### src/srd_pkg.sv
// Shared types, constants and helpers for the signed restoring divider.
package srd_pkg;

    localparam int WIDTH = 32;

    typedef logic [WIDTH-1:0] word_t;

    localparam word_t WORD_ZERO = word_t'(0);
    localparam word_t INT_ONE   = word_t'(1);

    // One in-flight division as it moves down the pipeline.
    typedef struct packed {
        word_t rem;       // partial remainder
        word_t quo;       // remaining dividend bits shifted out, quotient bits shifted in
        word_t dvs;       // divisor magnitude
        logic  n_neg;     // dividend was negative (signed mode)
        logic  d_neg;     // divisor was negative (signed mode)
        logic  want_rem;  // return remainder instead of quotient
    } stage_t;

    function automatic word_t negate_w(input word_t x);
        return ~x + INT_ONE;
    endfunction

endpackage

### src/srd_pre.sv
// Entry stage: take operand magnitudes and register the first pipeline stage.
module srd_pre (
    input  logic           clk,
    input  logic           rst_n,
    input  logic           advance,
    input  logic           load_valid,
    input  srd_pkg::word_t dividend,
    input  srd_pkg::word_t divisor,
    input  logic           is_signed,
    input  logic           want_remainder,
    output logic           stage_valid,
    output srd_pkg::stage_t stage_data
);
    import srd_pkg::*;

    logic   stage_valid_reg;
    stage_t stage_data_reg;
    stage_t stage_data_next;
    logic   n_neg;
    logic   d_neg;

    always_comb
    begin
        n_neg = is_signed & dividend[WIDTH-1];
        d_neg = is_signed & divisor[WIDTH-1];
        stage_data_next.rem      = WORD_ZERO;
        stage_data_next.quo      = n_neg ? negate_w(dividend) : dividend;
        stage_data_next.dvs      = d_neg ? negate_w(divisor) : divisor;
        stage_data_next.n_neg    = n_neg;
        stage_data_next.d_neg    = d_neg;
        stage_data_next.want_rem = want_remainder;
    end

    always_ff @(posedge clk or negedge rst_n)
    begin
        if (!rst_n)
        begin
            stage_valid_reg <= 1'b0;
        end
        else if (advance)
        begin
            stage_valid_reg <= load_valid;
        end
    end

    always_ff @(posedge clk)
    begin
        if (advance && load_valid)
        begin
            stage_data_reg <= stage_data_next;
        end
    end

    assign stage_valid = stage_valid_reg;
    assign stage_data  = stage_data_reg;

endmodule

### config.mk
export PLATFORM = sky130hd
export DESIGN_NAME = srd_pre
export DESIGN_NICKNAME = d
export VERILOG_FILES = /design/src/srd_pkg.sv /design/src/srd_pre.sv
export SDC_FILE = /design/constraint.sdc
export NUM_CORES = 1
export LEC_CHECK = 0
export BUFFER_PORTS_ARGS = -buffer_cell sky130_fd_sc_hd__buf_2
export CORE_UTILIZATION = 30
export DETAILED_ROUTE_END_ITERATION = 16
export MAX_ROUTING_LAYER = met4
export PLACE_DENSITY = 0.53
export SYNTH_ARGS = -nofsm -noshare
export SYNTH_HDL_FRONTEND = slang
export SYNTH_SLANG_ARGS = --single-unit
### constraint.sdc
create_clock -name clk -period 0.8 [get_ports clk]
set_clock_uncertainty 0.05 [all_clocks]
set_input_delay 0.12 -clock clk [delete_from_list [all_inputs] [get_ports clk]]
set_output_delay 0.12 -clock clk [all_outputs]
set_load 0.02 [all_outputs]
==> implementation parameters <==
Parameter                              Value

Run status
  Status    finished, violations left
  Violated checks    hold timing, setup timing

Detailed routing
  Count of vias placed by the detailed router    3189
  DRC violation count after routing    0
  Ratio of routed vias to standard cells    4.49
  Iter 0 DRT Violations    83
  Final Routed Wirelength    10100 um
  Total iterations of the first detailed-routing run    4
  Number of antenna-violating nets in the routed design    0
  Post-detailed-route wirelength per cell    14.2 um

Timing
  RSZ-0062 raised after global routing    true
  Share of the cycle needed by the critical path after routing    231%
  Highest achievable clock rate    0.542 GHz
  Final setup fails    122
  Count of endpoints failing hold in the final timing report    1
  Final max-slew violation count    0
  Minimum period implied by the final worst setup slack    1.85 ns
  Slack of the critical path    -1.05 ns
  Hold WS    -0.00971 ns

Worst setup path
  Worst reg2reg path endpoint    stage_valid$_DFFE_PN0P_
  Crit Path Category    in2reg
  Startpoint type of the worst setup path    input port
  CP Data Arrival Time    1.88 ns
  Kind of capture point of the worst setup path    register
  Reg2Reg Setup Slack    -0.05 ns
  Largest fanout of any net on the critical path    3
  Launch point of the worst reg-to-reg path    stage_valid$_DFFE_PN0P_
  Data required time of the critical path    0.84 ns
  Length in cells of the worst reg-to-reg path    1
  Worst Setup SP    dividend[1]

Cells and area
  Commonest cells after routing, fill and taps aside    89 x sky130_fd_sc_hd__buf_4, 84 x sky130_fd_sc_hd__buf_2, 67 x sky130_fd_sc_hd__edfxtp_1
  Number of nets in the layout    635
  Post-Layout Cell Count    711
  Count of filler cells inserted in the layout    979
  Core Util, Final    57.2%
  Ratio of cells with drive above 1 in the final layout    63.7%
  Area Growth Syn to Fin    82.5%
  Flip-flop count of the largest register, all copies and words added    67
  Inserted Diodes    0
  Most common library cell in the layout ignoring fill and taps    sky130_fd_sc_hd__buf_4

Pwr
  IR Drop Worst-Case VDD    0.877 mV
  P per Cell Area    1670 nW/um^2
  Post-layout power    11.1 mW
  Lkg Pwr    2.70 nW

Place
  Port buffer count    137
  Inst Count DP    678
  Post-DP HPWL    7480 um
  Routability congestion estimate    0.786

Global route
  Wire length of the first global-routing pass    15800 um
  Number of antenna violations at the first check in global routing    0
  Maximum number of pins on one net before global-route repair    21
  GRT Residual Overflow    0
  Gr usage total    16.9%
  Vias in the first global route    3341

Logic synthesis
  Number of distinct library cells after synthesis    42
  Average footprint of a synthesized cell    11.8 um^2
  Sequential cell area fraction in the yosys report    55.8%
  Mapped Area    3650 um^2
  Number of enable-type register cells in the synthesized netlist    67
  Top_reg_cell synth    sky130_fd_sc_hd__edfxtp_1
  Number of warning messages in the yosys log    0
  Number of cells produced by synthesis    309
  Flop and latch count out of synthesis    68
  Post-synthesis async set-or-reset flop share    1.47%

Clock network
  H-tree levels    3
  TritonCTS clock tree    built
  Max clock buf depth    2
  Total clock buffers created by CTS    9
  Hold-fix buffer count after cts    3
  Later-pin clock latency in the skew report    0.33 ns
  Cell at the root of the clock tree    sky130_fd_sc_hd__clkbuf_16
  CTS sink cnt    68
  Clock transition at the register clock pins on the worst setup and hold paths after CTS    0.05 ns

Die
  Initial standard-cell utilization of the core    31.3%
  Die outline area    12600 um^2
  Std-Cell Core Area    11700 um^2
  Die H    112 um
  Die span in x    112 um
  Number of core rows    39
  I/O pin count    170

Run
  Max Cap Violations    0

Min path
  Worst hold-check path type    in2reg
  Sink of the worst hold path    stage_valid$_DFFE_PN0P_
  Worst hold start    load_valid
  Worst Hold Path Cells    2
cell families after synthesis:
| family | share of synthesized area, % |
|---|---|
| xor gates and xnor gates | 13.9 |
| AOI/OAI and AO/OA | 8.60 |
| muxes | 0.308 |
| other | 0.103 |
| buffers and inverters | 8.01 |
| and+or+nand+nor | 12.6 |
| DFF | 55.8 |
| adders and majority gates | 0.685 |
how the worst max path moves through the flow:
stage                               end  slack (ns)  cells past startpoint
2_1_floorplan  stage_data[57]$_DFFE_PP_       -1.33                      7
3_3_place_gp   stage_data[55]$_DFFE_PP_       -1.51                     10
3_5_place_dp   stage_data[57]$_DFFE_PP_       -1.53                      8
4_1_cts        stage_data[57]$_DFFE_PP_       -1.06                      8
5_1_grt        stage_data[57]$_DFFE_PP_       -1.09                      8
6_report       stage_data[57]$_DFFE_PP_       -1.05                      8
area by class of cell:
type | instances | area [um^2] | area share, %
Clock buffer | 13 | 280 | 4.20
Clock inverter | 3 | 42.5 | 0.638
Inverter | 9 | 83.8 | 1.26
Multi-Input combinational cell | 226 | 2060 | 30.9
Sequential cell | 68 | 2040 | 30.6
Tap cell | 143 | 179 | 2.68
Timing Repair Buffer | 249 | 1990 | 29.8
timing repair:
| action | in CTS | in global routing |
|---|---|---|
| pin swaps | 52 | 19 |
| endpoints found under the hold margin | 4 | 1 |
| gates resized for setup | 126 | 63 |
| setup buffers | 6 | 10 |
| endpoints found under the setup margin | 128 | 128 |
metrics by stage:
step	instance area, um^2	TNS, ns	worst slack, ns
after floorplan	4150	-64.48	-1.33
after global placement	5460	-73.71	-1.51
after detailed placement	5460	-74.31	-1.53
after CTS	6390	-51.19	-1.06
after global routing	6670	-54.92	-1.09
final	6670	-50.59	-1.05
power breakdown:
| part | internal [mW] | total [mW] | switching, mW |
|---|---|---|---|
| Clock | 2.75 | 4.23 | 1.48 |
| Sequential | 4.28 | 4.39 | 0.109 |
| Combinational | 1.19 | 2.53 | 1.34 |
synth_stat cells (all sizes together), types with 3 or more instances:
library cell / n / area share, %
xnor2: 30 / 7.2
o31ai: 7 / 1.6
nand3: 3 / 0.41
nand2: 9 / 0.92
o41ai: 4 / 0.96
nor4: 9 / 1.7
and2: 3 / 0.51
xor2: 28 / 6.7
inv: 9 / 0.92
clkbuf: 3 / 0.31
or3: 5 / 1.1
buf: 34 / 6.8
a31oi: 5 / 0.86
edfxtp: 67 / 55
nor2: 27 / 2.8
a21oi: 19 / 2.6
o21ai: 16 / 2.2
or4: 7 / 1.7
nor3: 8 / 1.5
per-layer routing:
| layer | up-vias | routed length, um | track usage, % |
|---|---|---|---|
| met5 | - | 0 | - |
| met1 | 1502 | 4010 | 18.1 |
| li1 | 1574 | - | - |
| met4 | 0 | 177 | 7.38 |
| met3 | 11 | 453 | 3.40 |
| met2 | 102 | 5450 | 30.3 |
critical path, stage by stage:
cell and delay, ns:
sky130_fd_sc_hd__buf_8 0.10, sky130_fd_sc_hd__inv_6 0.05, sky130_fd_sc_hd__ha_4 0.12, sky130_fd_sc_hd__or4b_4 0.46, sky130_fd_sc_hd__or3_4 0.35, sky130_fd_sc_hd__or3_4 0.41, sky130_fd_sc_hd__o31ai_4 0.19, sky130_fd_sc_hd__xnor2_1 0.09
No activity file was read; power rests on OpenSTA's default activity.
