File: config.mk
export PLATFORM = sky130hd
export DESIGN_NAME = srd_step
export DESIGN_NICKNAME = d
export VERILOG_FILES = /design/src/srd_pkg.sv /design/src/srd_step.sv
export SDC_FILE = /design/constraint.sdc
export NUM_CORES = 1
export LEC_CHECK = 0
export ABC_AREA = 0
export BUFFER_PORTS_ARGS = -buffer_cell sky130_fd_sc_hd__buf_2
export CELL_PAD_IN_SITES_DETAIL_PLACEMENT = 0
export CELL_PAD_IN_SITES_GLOBAL_PLACEMENT = 1
export CORE_MARGIN = 1
export CORE_UTILIZATION = 40
export CTS_CLUSTER_SIZE = 24
export DETAILED_ROUTE_END_ITERATION = 12
export PLACE_DENSITY_LB_ADDON = 0.2
export SLEW_MARGIN = 20
export SYNTH_ARGS = -nofsm -noshare
export SYNTH_HDL_FRONTEND = slang
export SYNTH_SLANG_ARGS = --single-unit
File: constraint.sdc
create_clock -name clk -period 1.5 [get_ports clk]
set_input_delay 0.075 -clock clk [delete_from_list [all_inputs] [get_ports clk]]
set_output_delay 0.075 -clock clk [all_outputs]
set_load 0.01 [all_outputs]
File: src/srd_pkg.sv
// Shared types, constants and helpers for the signed restoring divider.
package srd_pkg;

    localparam int WIDTH = 32;

    typedef logic [WIDTH-1:0] word_t;

    localparam word_t WORD_ZERO = word_t'(0);
    localparam word_t INT_ONE   = word_t'(1);

    // One in-flight division as it moves down the pipeline.
    typedef struct packed {
        word_t rem;       // partial remainder
        word_t quo;       // remaining dividend bits shifted out, quotient bits shifted in
        word_t dvs;       // divisor magnitude
        logic  n_neg;     // dividend was negative (signed mode)
        logic  d_neg;     // divisor was negative (signed mode)
        logic  want_rem;  // return remainder instead of quotient
    } stage_t;

    function automatic word_t negate_w(input word_t x);
        return ~x + INT_ONE;
    endfunction

endpackage

File: src/srd_step.sv
// One restoring-division step: shift in a dividend bit, trial subtract, register.
module srd_step (
    input  logic            clk,
    input  logic            rst_n,
    input  logic            advance,
    input  logic            prev_valid,
    input  srd_pkg::stage_t prev_data,
    output logic            stage_valid,
    output srd_pkg::stage_t stage_data
);
    import srd_pkg::*;

    logic           stage_valid_reg;
    stage_t         stage_data_reg;
    stage_t         stage_data_next;
    logic [WIDTH:0] shifted;
    logic [WIDTH+1:0] diff;
    logic           ge;

    always_comb
    begin
        shifted = {prev_data.rem, prev_data.quo[WIDTH-1]};
        diff    = {1'b0, shifted} - {2'b00, prev_data.dvs};
        ge      = ~diff[WIDTH+1];
        stage_data_next     = prev_data;
        stage_data_next.rem = ge ? diff[WIDTH-1:0] : shifted[WIDTH-1:0];
        stage_data_next.quo = {prev_data.quo[WIDTH-2:0], ge};
    end

    always_ff @(posedge clk or negedge rst_n)
    begin
        if (!rst_n)
        begin
            stage_valid_reg <= 1'b0;
        end
        else if (advance)
        begin
            stage_valid_reg <= prev_valid;
        end
    end

    always_ff @(posedge clk)
    begin
        if (advance && prev_valid)
        begin
            stage_data_reg <= stage_data_next;
        end
    end

    assign stage_valid = stage_valid_reg;
    assign stage_data  = stage_data_reg;

    // With a nonzero divisor the partial remainder always stays below it.
    a_rem_below_divisor: assert property (@(posedge clk) disable iff (!rst_n)
        (stage_valid_reg && (stage_data_reg.dvs != WORD_ZERO))
            |-> (stage_data_reg.rem < stage_data_reg.dvs))
        else $error("partial remainder not below divisor");

endmodule

==> results by group <==
Floorplanning
  • Ports: 203
  • Core area: 0.0132 mm2
  • Core Rows: 42
  • Die Footprint: 0.0140 mm2
  • Die W: 118 um
  • Die Span Y: 118 um
  • Initial Util: 41.0%

STA
  • Clk_skew: 0 ps
  • Worst hold slack: 6.02 ps
  • Final hold vios: 0
  • Fin Setup TNS: -23130 ps
  • Final WS setup: -805 ps
  • Final Max Tran Viols: 0
  • Period utilisation layout: 154%
  • Final worst path period need: 2300 ps
  • Slew headroom: 78.5%
  • RSZ-0062 raised after global routing: yes
  • Achievable Freq: 434 MHz
  • Actual slew at the worst max-slew pin: 320 ps
  • Setup Viol. Count Final: 33

Cells and area
  • Reg area: 0.00300 mm2
  • Fraction of layout cells with a size suffix above 1: 52.0%
  • Multi-input logic area: 0.00253 mm2
  • Number of flip-flops in the largest register: 99
  • Fillers: 992
  • Nets@finish: 954
  • Final core occ: 68.8%
  • Area Overhead vs Synth: 68.0%

Power and ir drop
  • Switching pwr: 2.38 mW
  • Sequential share of power: 40.8%
  • Combinational fraction of design power: 31.2%
  • Pwr Density: 924 mW/mm2
  • Clock power frac: 28.0%
  • Leakage dissipation: 4.08 nW
  • Pwr Total: 8.40 mW
  • Peak supply drop: 0.534 mV
  • Internal power: 6.01 mW
  • Net Sw Frac: 28.4%

Placed design
  • Detailed placer's ending HPWL: 10900 um
  • Setup WS pre-CTS: -1310 ps
  • IO Port Bufs: 202
  • GP Congestion: 0.830

Worst hold path
  • Hold WC Path Type: input pin to register

Logic synthesis
  • Syn Inst Count: 422
  • Synth Area per Inst: 12.8 um2
  • Most frequent cell after synthesis: edfxtp_1
  • Post-synth top area cell: edfxtp_1
  • Syn nets: 558
  • Post-synthesis async set-or-reset flop share: 1.00%
  • Synth warn: 0
  • Post-Syn Area: 0.00540 mm2
  • Top_reg_cell synth: edfxtp_1
  • Post-synth top area share: 55.0%
  • Sequential share of the synthesized area: 55.5%
  • Post-synth EDFFs: 99
  • Synth area leaders: edfxtp_1, ha_1, mux2_4
  • Most common library cells after synthesis: edfxtp_1, inv_1, ha_1
  • Distinct cells, synth: 56
  • #FFs+latches synth: 100

Status
  • Status: finished, violations left
  • Violated checks: negative setup slack

Run
  • Number of max-cap violations: 0

Detailed routing
  • Post-route ant nets: 0
  • Post-detailed-route wirelength per cell: 16.0 um
  • Drt via density: 4.87
  • DRT iter0 DRCs: 254
  • Final WL: 16000 um
  • Initial DRT Pass Iterations: 5
  • Vias: 4879
  • Remaining routing DRC violations: 0

GRT
  • Vias in the first global route: 5048
  • Total GRT Usage: 23.4%
  • Met1 Track Usage GR: 25.5%
  • GR Util met2: 43.3%
  • Total grt overflow: 0
  • Initial antenna violation count: 2
  • Global route hottest layer: met2
  • M3 GR Usage: 4.58%
  • First-pass GRT wire length: 25100 um
  • Largest net degree at the start of global routing: 60

Critical path
  • WP data required: 1610 ps
  • CP cell instances: buf_6, ha_4, and4_4, nand3_4, or4_4, o21bai_4, a21oi_4, a31oi_4, buf_6, buf_6, buf_12, mux2_4
  • CP endpoint kind: register
  • Most frequent CP cell: buf_6
  • Crit-path leading delay family: simple AND/OR/NAND/NOR gates
  • Slowest cell delay on critical path: 560 ps
  • Worst Path Buf+Inv: 4
  • Worst-path maximum fanout: 5
  • Startpoint types: input pin
  • Arrival time at the worst endpoint: 2410 ps
  • CP max stage cell: or4_4
  • WS Path Type: input pin to register

Clocking
  • Reg clk slew, reported paths: 70 ps
  • Clock sink count: 100
  • CTS buffer count: 9
  • CTS tree: built
  • CTS root buffer: clkbuf_16
  • Htree depth: 3
  • Worst-skew pair later-pin latency: 350 ps
  • Max Buffers Root-to-Sink: 2
==> worst register-to-register path: cells and delay by family, from the launching register on <==
| kind | cells | cell delay, ps |
|---|---|---|
| mux | 1 | 260 |
| flops | 1 | 390 |
| buf+inv | 1 | 560 |
==> area by class of cell <==
class | count | area share (%)
flip-flops and latches | 100 | 33.0
repair buffers | 393 | 31.6
multi-input cells | 275 | 27.8
clock buffers | 9 | 2.48
well taps | 176 | 2.42
inverters | 39 | 1.80
clock inverters | 7 | 0.840
diodes | 2 | 0.0551
==> layout by cell type (no fill, tap or decap), types with 3 or more instances in the layout <==
cell type | netlist | layout
mux2i_1 | 6 | 5
buf_8 | 0 | 3
nor2b_1 | 4 | 3
nand2b_1 | 5 | 5
inv_2 | 0 | 5
nor3_1 | 7 | 7
buf_6 | 3 | 24
inv_1 | 39 | 29
and3_1 | 6 | 4
o211ai_1 | 3 | 3
mux2_4 | 25 | 27
nand3_1 | 5 | 4
o21a_1 | 7 | 7
a21oi_1 | 31 | 21
dlygate4sd3_1 | 0 | 67
nand2_1 | 24 | 23
a21o_1 | 7 | 6
xnor2_1 | 17 | 17
edfxtp_1 | 99 | 99
inv_8 | 0 | 4
xor2_1 | 7 | 7
nor2_1 | 16 | 16
buf_12 | 0 | 5
o21ai_0 | 17 | 11
buf_4 | 2 | 105
ha_1 | 32 | 21
buf_2 | 3 | 187
o21ai_1 | 1 | 6
ha_4 | 0 | 11
clkbuf_16 | 0 | 9
nand4_1 | 5 | 5
o31ai_1 | 5 | 3
a21oi_2 | 1 | 9
a31oi_1 | 3 | 3
inv_4 | 0 | 4
==> power groups by stage <==
| stage | combinational (mW) | sequential, mW | clock [mW] |
|---|---|---|---|
| 2_1_floorplan | 1.10 | 3.61 | 0 |
| 3_3_place_gp | 2.10 | 3.47 | 0 |
| 3_5_place_dp | 2.13 | 3.48 | 0 |
| 4_1_cts | 2.58 | 3.42 | 2.40 |
| 5_1_grt | 2.82 | 3.44 | 2.50 |
| 6_report | 2.62 | 3.42 | 2.35 |
==> kinds of logic after synthesis <==
logic type	share of synthesized area (%)
and+or+nand+nor	7.83
adders and majority gates	7.78
AOI/OAI and AO/OA	12.5
DFF	55.5
buffers and inverters	3.89
muxes	8.68
xor gates and xnor gates	3.89
==> worst paths after layout <==
check	start	to	slack, ps	cells after the start
worst max-delay path	prev_data[86]	stage_data[68]	-800	12
worst min-delay path	prev_data[33]	stage_data[33]	6	2
worst max register to register	stage_valid	stage_valid	180	2
worst min register to register	stage_valid	stage_valid	1080	2
max in group asynchronous	rst_n	stage_valid	1380	2
min in group asynchronous	rst_n	stage_valid	40	2
==> routing by layer <==
metal / up-vias / part of all wire (%)
li1: 2379 / -
met1: 2317 / 39
met2: 155 / 52
met3: 28 / 5.4
met4: 0 / 2.9
met5: - / 0
==> stage by stage <==
step | instances | instance area, um2
after floorplan | 422 | 5540
after global placement | 895 | 7510
after detailed placement | 895 | 7510
after CTS | 998 | 8990
after global routing | 1001 | 9080
final | 1001 | 9080
==> what timing repair did <==
item	4_1_cts	5_1_grt
buffers inserted	17	4
gates resized for setup	73	27
gates cloned	3	0
hold buffers	67	0
pin swaps	23	12
setup endpoints to repair	33	33
endpoints found under the hold margin	66	0
(Power assumes the default switching activity.)
