===== src/srd_pkg.sv =====
// Shared types, constants and helpers for the signed restoring divider.
package srd_pkg;

    localparam int WIDTH = 32;

    typedef logic [WIDTH-1:0] word_t;

    localparam word_t WORD_ZERO = word_t'(0);
    localparam word_t INT_ONE   = word_t'(1);

    // One in-flight division as it moves down the pipeline.
    typedef struct packed {
        word_t rem;       // partial remainder
        word_t quo;       // remaining dividend bits shifted out, quotient bits shifted in
        word_t dvs;       // divisor magnitude
        logic  n_neg;     // dividend was negative (signed mode)
        logic  d_neg;     // divisor was negative (signed mode)
        logic  want_rem;  // return remainder instead of quotient
    } stage_t;

    function automatic word_t negate_w(input word_t x);
        return ~x + INT_ONE;
    endfunction

endpackage


===== src/srd_out.sv =====
// Sign correction and two-entry output buffer that decouples the response side.
module srd_out (
    input  logic            clk,
    input  logic            rst_n,
    input  logic            last_valid,
    input  srd_pkg::stage_t last_data,
    output logic            advance,
    output logic            rsp_valid,
    input  logic            rsp_stall,
    output srd_pkg::word_t  result
);
    import srd_pkg::*;

    logic  head_valid_reg;
    word_t head_reg;
    logic  spare_valid_reg;
    word_t spare_reg;
    word_t fixed;
    logic  push;
    logic  pop;

    always_comb
    begin
        if (last_data.want_rem)
        begin
            fixed = last_data.n_neg ? negate_w(last_data.rem) : last_data.rem;
        end
        else
        begin
            fixed = (last_data.n_neg ^ last_data.d_neg) ? negate_w(last_data.quo)
                                                        : last_data.quo;
        end
    end

    assign advance = ~spare_valid_reg;
    assign push    = last_valid & advance;
    assign pop     = head_valid_reg & ~rsp_stall;

    always_ff @(posedge clk or negedge rst_n)
    begin
        if (!rst_n)
        begin
            head_valid_reg  <= 1'b0;
            spare_valid_reg <= 1'b0;
        end
        else if (pop || !head_valid_reg)
        begin
            head_valid_reg  <= spare_valid_reg | push;
            spare_valid_reg <= spare_valid_reg & push;
        end
        else if (push)
        begin
            spare_valid_reg <= 1'b1;
        end
    end

    always_ff @(posedge clk)
    begin
        if (pop || !head_valid_reg)
        begin
            head_reg <= spare_valid_reg ? spare_reg : fixed;
            if (push)
            begin
                spare_reg <= fixed;
            end
        end
        else if (push)
        begin
            spare_reg <= fixed;
        end
    end

    assign rsp_valid = head_valid_reg;
    assign result    = head_reg;

    a_spare_needs_head: assert property (@(posedge clk) disable iff (!rst_n)
        spare_valid_reg |-> head_valid_reg)
        else $error("spare entry filled while head is empty");

    a_full_holds_pipe: assert property (@(posedge clk) disable iff (!rst_n)
        (spare_valid_reg && rsp_stall) |=> spare_valid_reg)
        else $error("spare entry lost while response is stalled");

endmodule


===== config.mk =====
export PLATFORM = sky130hd
export DESIGN_NAME = srd_out
export DESIGN_NICKNAME = d
export VERILOG_FILES = /design/src/srd_pkg.sv /design/src/srd_out.sv
export SDC_FILE = /design/constraint.sdc
export NUM_CORES = 1
export LEC_CHECK = 0
export ABC_AREA = 1
export BUFFER_PORTS_ARGS = -buffer_cell sky130_fd_sc_hd__buf_2
export CORE_MARGIN = 1.5
export CORE_UTILIZATION = 45
export DETAILED_ROUTE_END_ITERATION = 8
export PLACE_DENSITY = 0.69
export SYNTH_ARGS = -nofsm -noshare
export SYNTH_HDL_FRONTEND = slang
export SYNTH_SLANG_ARGS = --single-unit

===== constraint.sdc =====
create_clock -name clk -period 5 [get_ports clk]
set_input_delay 1 -clock clk [delete_from_list [all_inputs] [get_ports clk]]
set_output_delay 1 -clock clk [all_outputs]
set_load 0.01 [all_outputs]

==> results_tabular.tex <==
\begin{tabular}{lr}
\hline
Metric & Value \\
\hline
\multicolumn{2}{l}{\textbf{Synth}} \\
Count of state elements after synthesis & between 60 and 70 \\
Number of library cell types mapped by synthesis & 34 \\
Top area cells in the synthesized netlist & sky130\_fd\_sc\_hd\_\_edfxtp\_1, sky130\_fd\_sc\_hd\_\_nand2\_1, sky130\_fd\_sc\_hd\_\_nand3\_1, sky130\_fd\_sc\_hd\_\_nor2\_1, sky130\_fd\_sc\_hd\_\_inv\_1 \\
Area share of the leading cell type in the synthesized netlist & 0.4061 \\
Commonest register cell after synthesis & sky130\_fd\_sc\_hd\_\_edfxtp\_1 \\
Fraction of synthesis flops using an asynchronous set or reset pin & 0.03030 \\
Leading area contributor after synthesis & sky130\_fd\_sc\_hd\_\_edfxtp\_1 \\
Sequential fraction of the synthesis area & 0.4167 \\
Number of enable flip-flop cells after synthesis & 64 \\
Synth top cells by count & sky130\_fd\_sc\_hd\_\_nand2\_1, sky130\_fd\_sc\_hd\_\_nand3\_1, sky130\_fd\_sc\_hd\_\_nor2\_1 \\
Mapped cell area & 4732 sq um \\
Post-Syn Area per Cell & $\sim$7.0 sq um \\
Net Count, Synth & between 700 and 800 \\
Number of standard cells after synthesis & about 700 \\
Number of warnings issued by yosys & 0 \\
Most frequent cell after synthesis & sky130\_fd\_sc\_hd\_\_nand2\_1 \\
\multicolumn{2}{l}{\textbf{STA}} \\
Final worst-path cycle share & 0.6398 \\
Slew Viols, Final & 0 \\
Final count of negative-setup-slack endpoints & 0 \\
Worst Skew & around 0.0075 ns \\
Headroom to the max-slew limit & 0.2895 \\
Upper clock frequency limit & around 310 MHz \\
Slew at the pin closest to its max-slew limit & around 1.1 ns \\
Final WS setup & 1.801 ns \\
Post-layout min period & around 3.2 ns \\
RSZ-0062 raised after global routing & no \\
Hold Violations, Final & 0 \\
Setup TNS & 0 ns \\
\multicolumn{2}{l}{\textbf{CTS}} \\
Longest Clk Path Bufs & 2 \\
Clock edge transition at the registers on the reported setup and hold paths & 0.06 ns \\
Total of hold buffers inserted after clock tree synthesis & 0 \\
TritonCTS Buffers & 9 \\
TritonCTS Sinks & 66 \\
Level count of the clock H-tree & 3 \\
Clock network latency to the later pin of the worst-skew pair & 0.34 ns \\
Clock Tree Root & sky130\_fd\_sc\_hd\_\_clkbuf\_8 \\
TritonCTS clock tree & built \\
Post-cts resize count & 0 \\
Post-CTS Setup Inserts & 0 \\
\multicolumn{2}{l}{\textbf{Place}} \\
Post-detailed-placement half-perimeter wirelength & 10060 um \\
Dpl ws & $\sim$1.5 ns \\
Count of buffers inserted at the top-level ports & around 100 \\
Routability Congestion & 0.9170 \\
\multicolumn{2}{l}{\textbf{Power and ir drop}} \\
Share of total power in combinational logic & 0.251 \\
Reported leakage power & 2.579 nW \\
Switch share & 0.3090 \\
Sequential fraction of design power & 0.499 \\
Part of the total power dissipated in the clock network & 0.250 \\
Max VDD drop & $\sim$0.16 mV \\
Design Power & 1.410 mW \\
NetSw & 435.7 uW \\
Internal power contribution & 974.1 uW \\
Cell area power density & 257.9 nW/um\^{}2 \\
\multicolumn{2}{l}{\textbf{Floorplan}} \\
Core Footprint & between 10000 and 15000 sq um \\
Die Width & $\sim$110 um \\
Die Height & approximately 110 um \\
Cell row count & 37 \\
Full die area & between 10000 and 15000 sq um \\
I/O pin count & $\sim$140 \\
Initial core utilization & 0.4604 \\
\multicolumn{2}{l}{\textbf{Flow run}} \\
Max-capacitance violation count & 0 \\
\multicolumn{2}{l}{\textbf{Setup path}} \\
Data arrival, critical path & 2.20 ns \\
FF-to-FF Start & spare\_valid\_reg \\
Critical path capture point type & primary output \\
Biggest fanout along the worst timing path & 37 \\
Kind of start point of the critical path & register \\
Destination of the worst register-to-register timing path & result[12] \\
Endpoint of the worst setup timing path & advance \\
Reg-to-reg setup timing slack & roughly 2.9 ns \\
Critical path class & reg2out \\
Required time worst endpoint & $\sim$4.0 ns \\
Depth of the worst register-to-register path & 3 \\
Critical Path Source & spare\_valid\_reg \\
\multicolumn{2}{l}{\textbf{Final layout}} \\
Core Util, Final & 0.5319 \\
Register area & between 1500 and 2000 sq um \\
Layout cells sized above 1 & 0.1784 \\
Layout-stage area growth over the synthesis result & 15.52\% \\
Final-stage net count & 880 \\
Filler cells & $\sim$1000 \\
Area of combinational cells with multiple inputs & 2412 sq um \\
Antenna fix cells & 0 \\
\multicolumn{2}{l}{\textbf{Drt}} \\
Number of iterations in the first detailed-routing pass & 6 \\
Residual antenna-violating net count after detailed routing & 0 \\
Count of vias placed by the detailed router & 4744 \\
Wire length on met1 & 6166 um \\
Uppermost layer routed & met4 \\
Routed wl met3 & a little under 800 um \\
WL met2 & $\sim$5800 um \\
Post-detailed-routing wire length & 12950 um \\
Vias per Instance & 5.185 \\
DRC violation count after routing & 0 \\
Average wire per cell in the routed design & 14.15 um \\
Detailed Route Iter0 Violations & roughly 260 \\
\multicolumn{2}{l}{\textbf{Outcome}} \\
Status & finished clean \\
\multicolumn{2}{l}{\textbf{GRT}} \\
GRT Util Overall & 0.2347 \\
Initial antenna violation count & 0 \\
Via count of the first global-routing pass & 4152 \\
Largest net degree at the start of global routing & 38 \\
Global-route wire length before repair & about 20000 um \\
Congestion Overflow GR & 0 \\
\multicolumn{2}{l}{\textbf{Worst hold path}} \\
Tightest Hold Check Type & in2async \\
\hline
\end{tabular}
## worst max-delay path, stage by stage, from the launching register on
cell and delay [ns]:
sky130_fd_sc_hd__dfrtp_1 1.02, sky130_fd_sc_hd__inv_2 0.54, sky130_fd_sc_hd__buf_2 0.29
## how the worst min path moves through the flow
stage	endpoint	slack, ns	cells after the start
after floorplan	result[30]	0.49	2
after global placement	result[30]	0.50	2
after detailed placement	result[8]	0.50	2
after CTS	rsp_valid	0.42	1
after global routing	rsp_valid	0.43	1
final	rsp_valid	0.44	1
## placed cells by master (no fill, tap or decap), types with 3 or more instances in the layout
cell / Yosys / layout
sky130_fd_sc_hd__nand3b_1: 4 / 4
sky130_fd_sc_hd__nor2_1: 76 / 75
sky130_fd_sc_hd__nand2_1: 243 / 243
sky130_fd_sc_hd__a31oi_1: 4 / 4
sky130_fd_sc_hd__a21o_1: 4 / 4
sky130_fd_sc_hd__clkbuf_8: 0 / 9
sky130_fd_sc_hd__inv_1: 56 / 56
sky130_fd_sc_hd__a21oi_1: 19 / 19
sky130_fd_sc_hd__nand4_1: 12 / 12
sky130_fd_sc_hd__inv_2: 4 / 4
sky130_fd_sc_hd__and2_1: 6 / 6
sky130_fd_sc_hd__nor3_1: 3 / 3
sky130_fd_sc_hd__o21ai_0: 32 / 32
sky130_fd_sc_hd__nand2_2: 6 / 6
sky130_fd_sc_hd__nand3_1: 94 / 94
sky130_fd_sc_hd__nor2_4: 3 / 3
sky130_fd_sc_hd__o21ai_1: 13 / 13
sky130_fd_sc_hd__edfxtp_1: 64 / 64
sky130_fd_sc_hd__buf_2: 7 / 104
## power groups by stage
stage,registers (mW),logic (mW),clock network (mW)
global placement,0.714,0.344,0
CTS,0.704,0.351,0.363
finish,0.703,0.354,0.353
global route,0.709,0.395,0.385
detailed placement,0.716,0.350,0
floorplan,0.730,0.206,0
## cells by family (layout without fill, tap and decap cells)
kind of cell,Yosys count,after routing,share of synthesized area
compound gates,77,77,0.08858
simple gates,453,453,0.4154
flops,66,66,0.4167
buf+inv,82,181,0.07403
fa+ha+maj,2,2,0.005287
## cell type report
type	instances	area share
Inverter	60	0.04120
Tap cell	136	0.03113
Clock buffer	11	0.02403
Clock inverter	4	0.003662
Timing Repair Buffer	106	0.09796
Sequential cell	66	0.3607
Multi-Input combinational cell	532	0.4413
## routing by layer
metal | track usage | vias up
li1 | - | 2438
met1 | 0.3446 | 2117
met2 | 0.3641 | 169
met3 | 0.02659 | 20
met4 | 0.07143 | 0
met5 | 0 | -
## metrics by stage
| step | cell area, sq um | instances | hold slack, ns |
|---|---|---|---|
| after floorplan | 4732 | 680 | 0.4906 |
| final | 5466 | 915 | 0.4354 |
| after global routing | 5466 | 915 | 0.4265 |
| after global placement | 5315 | 900 | 0.5014 |
| after CTS | 5466 | 915 | 0.4202 |
| after detailed placement | 5315 | 900 | 0.5043 |
No activity file was read; power rests on OpenSTA's default activity.
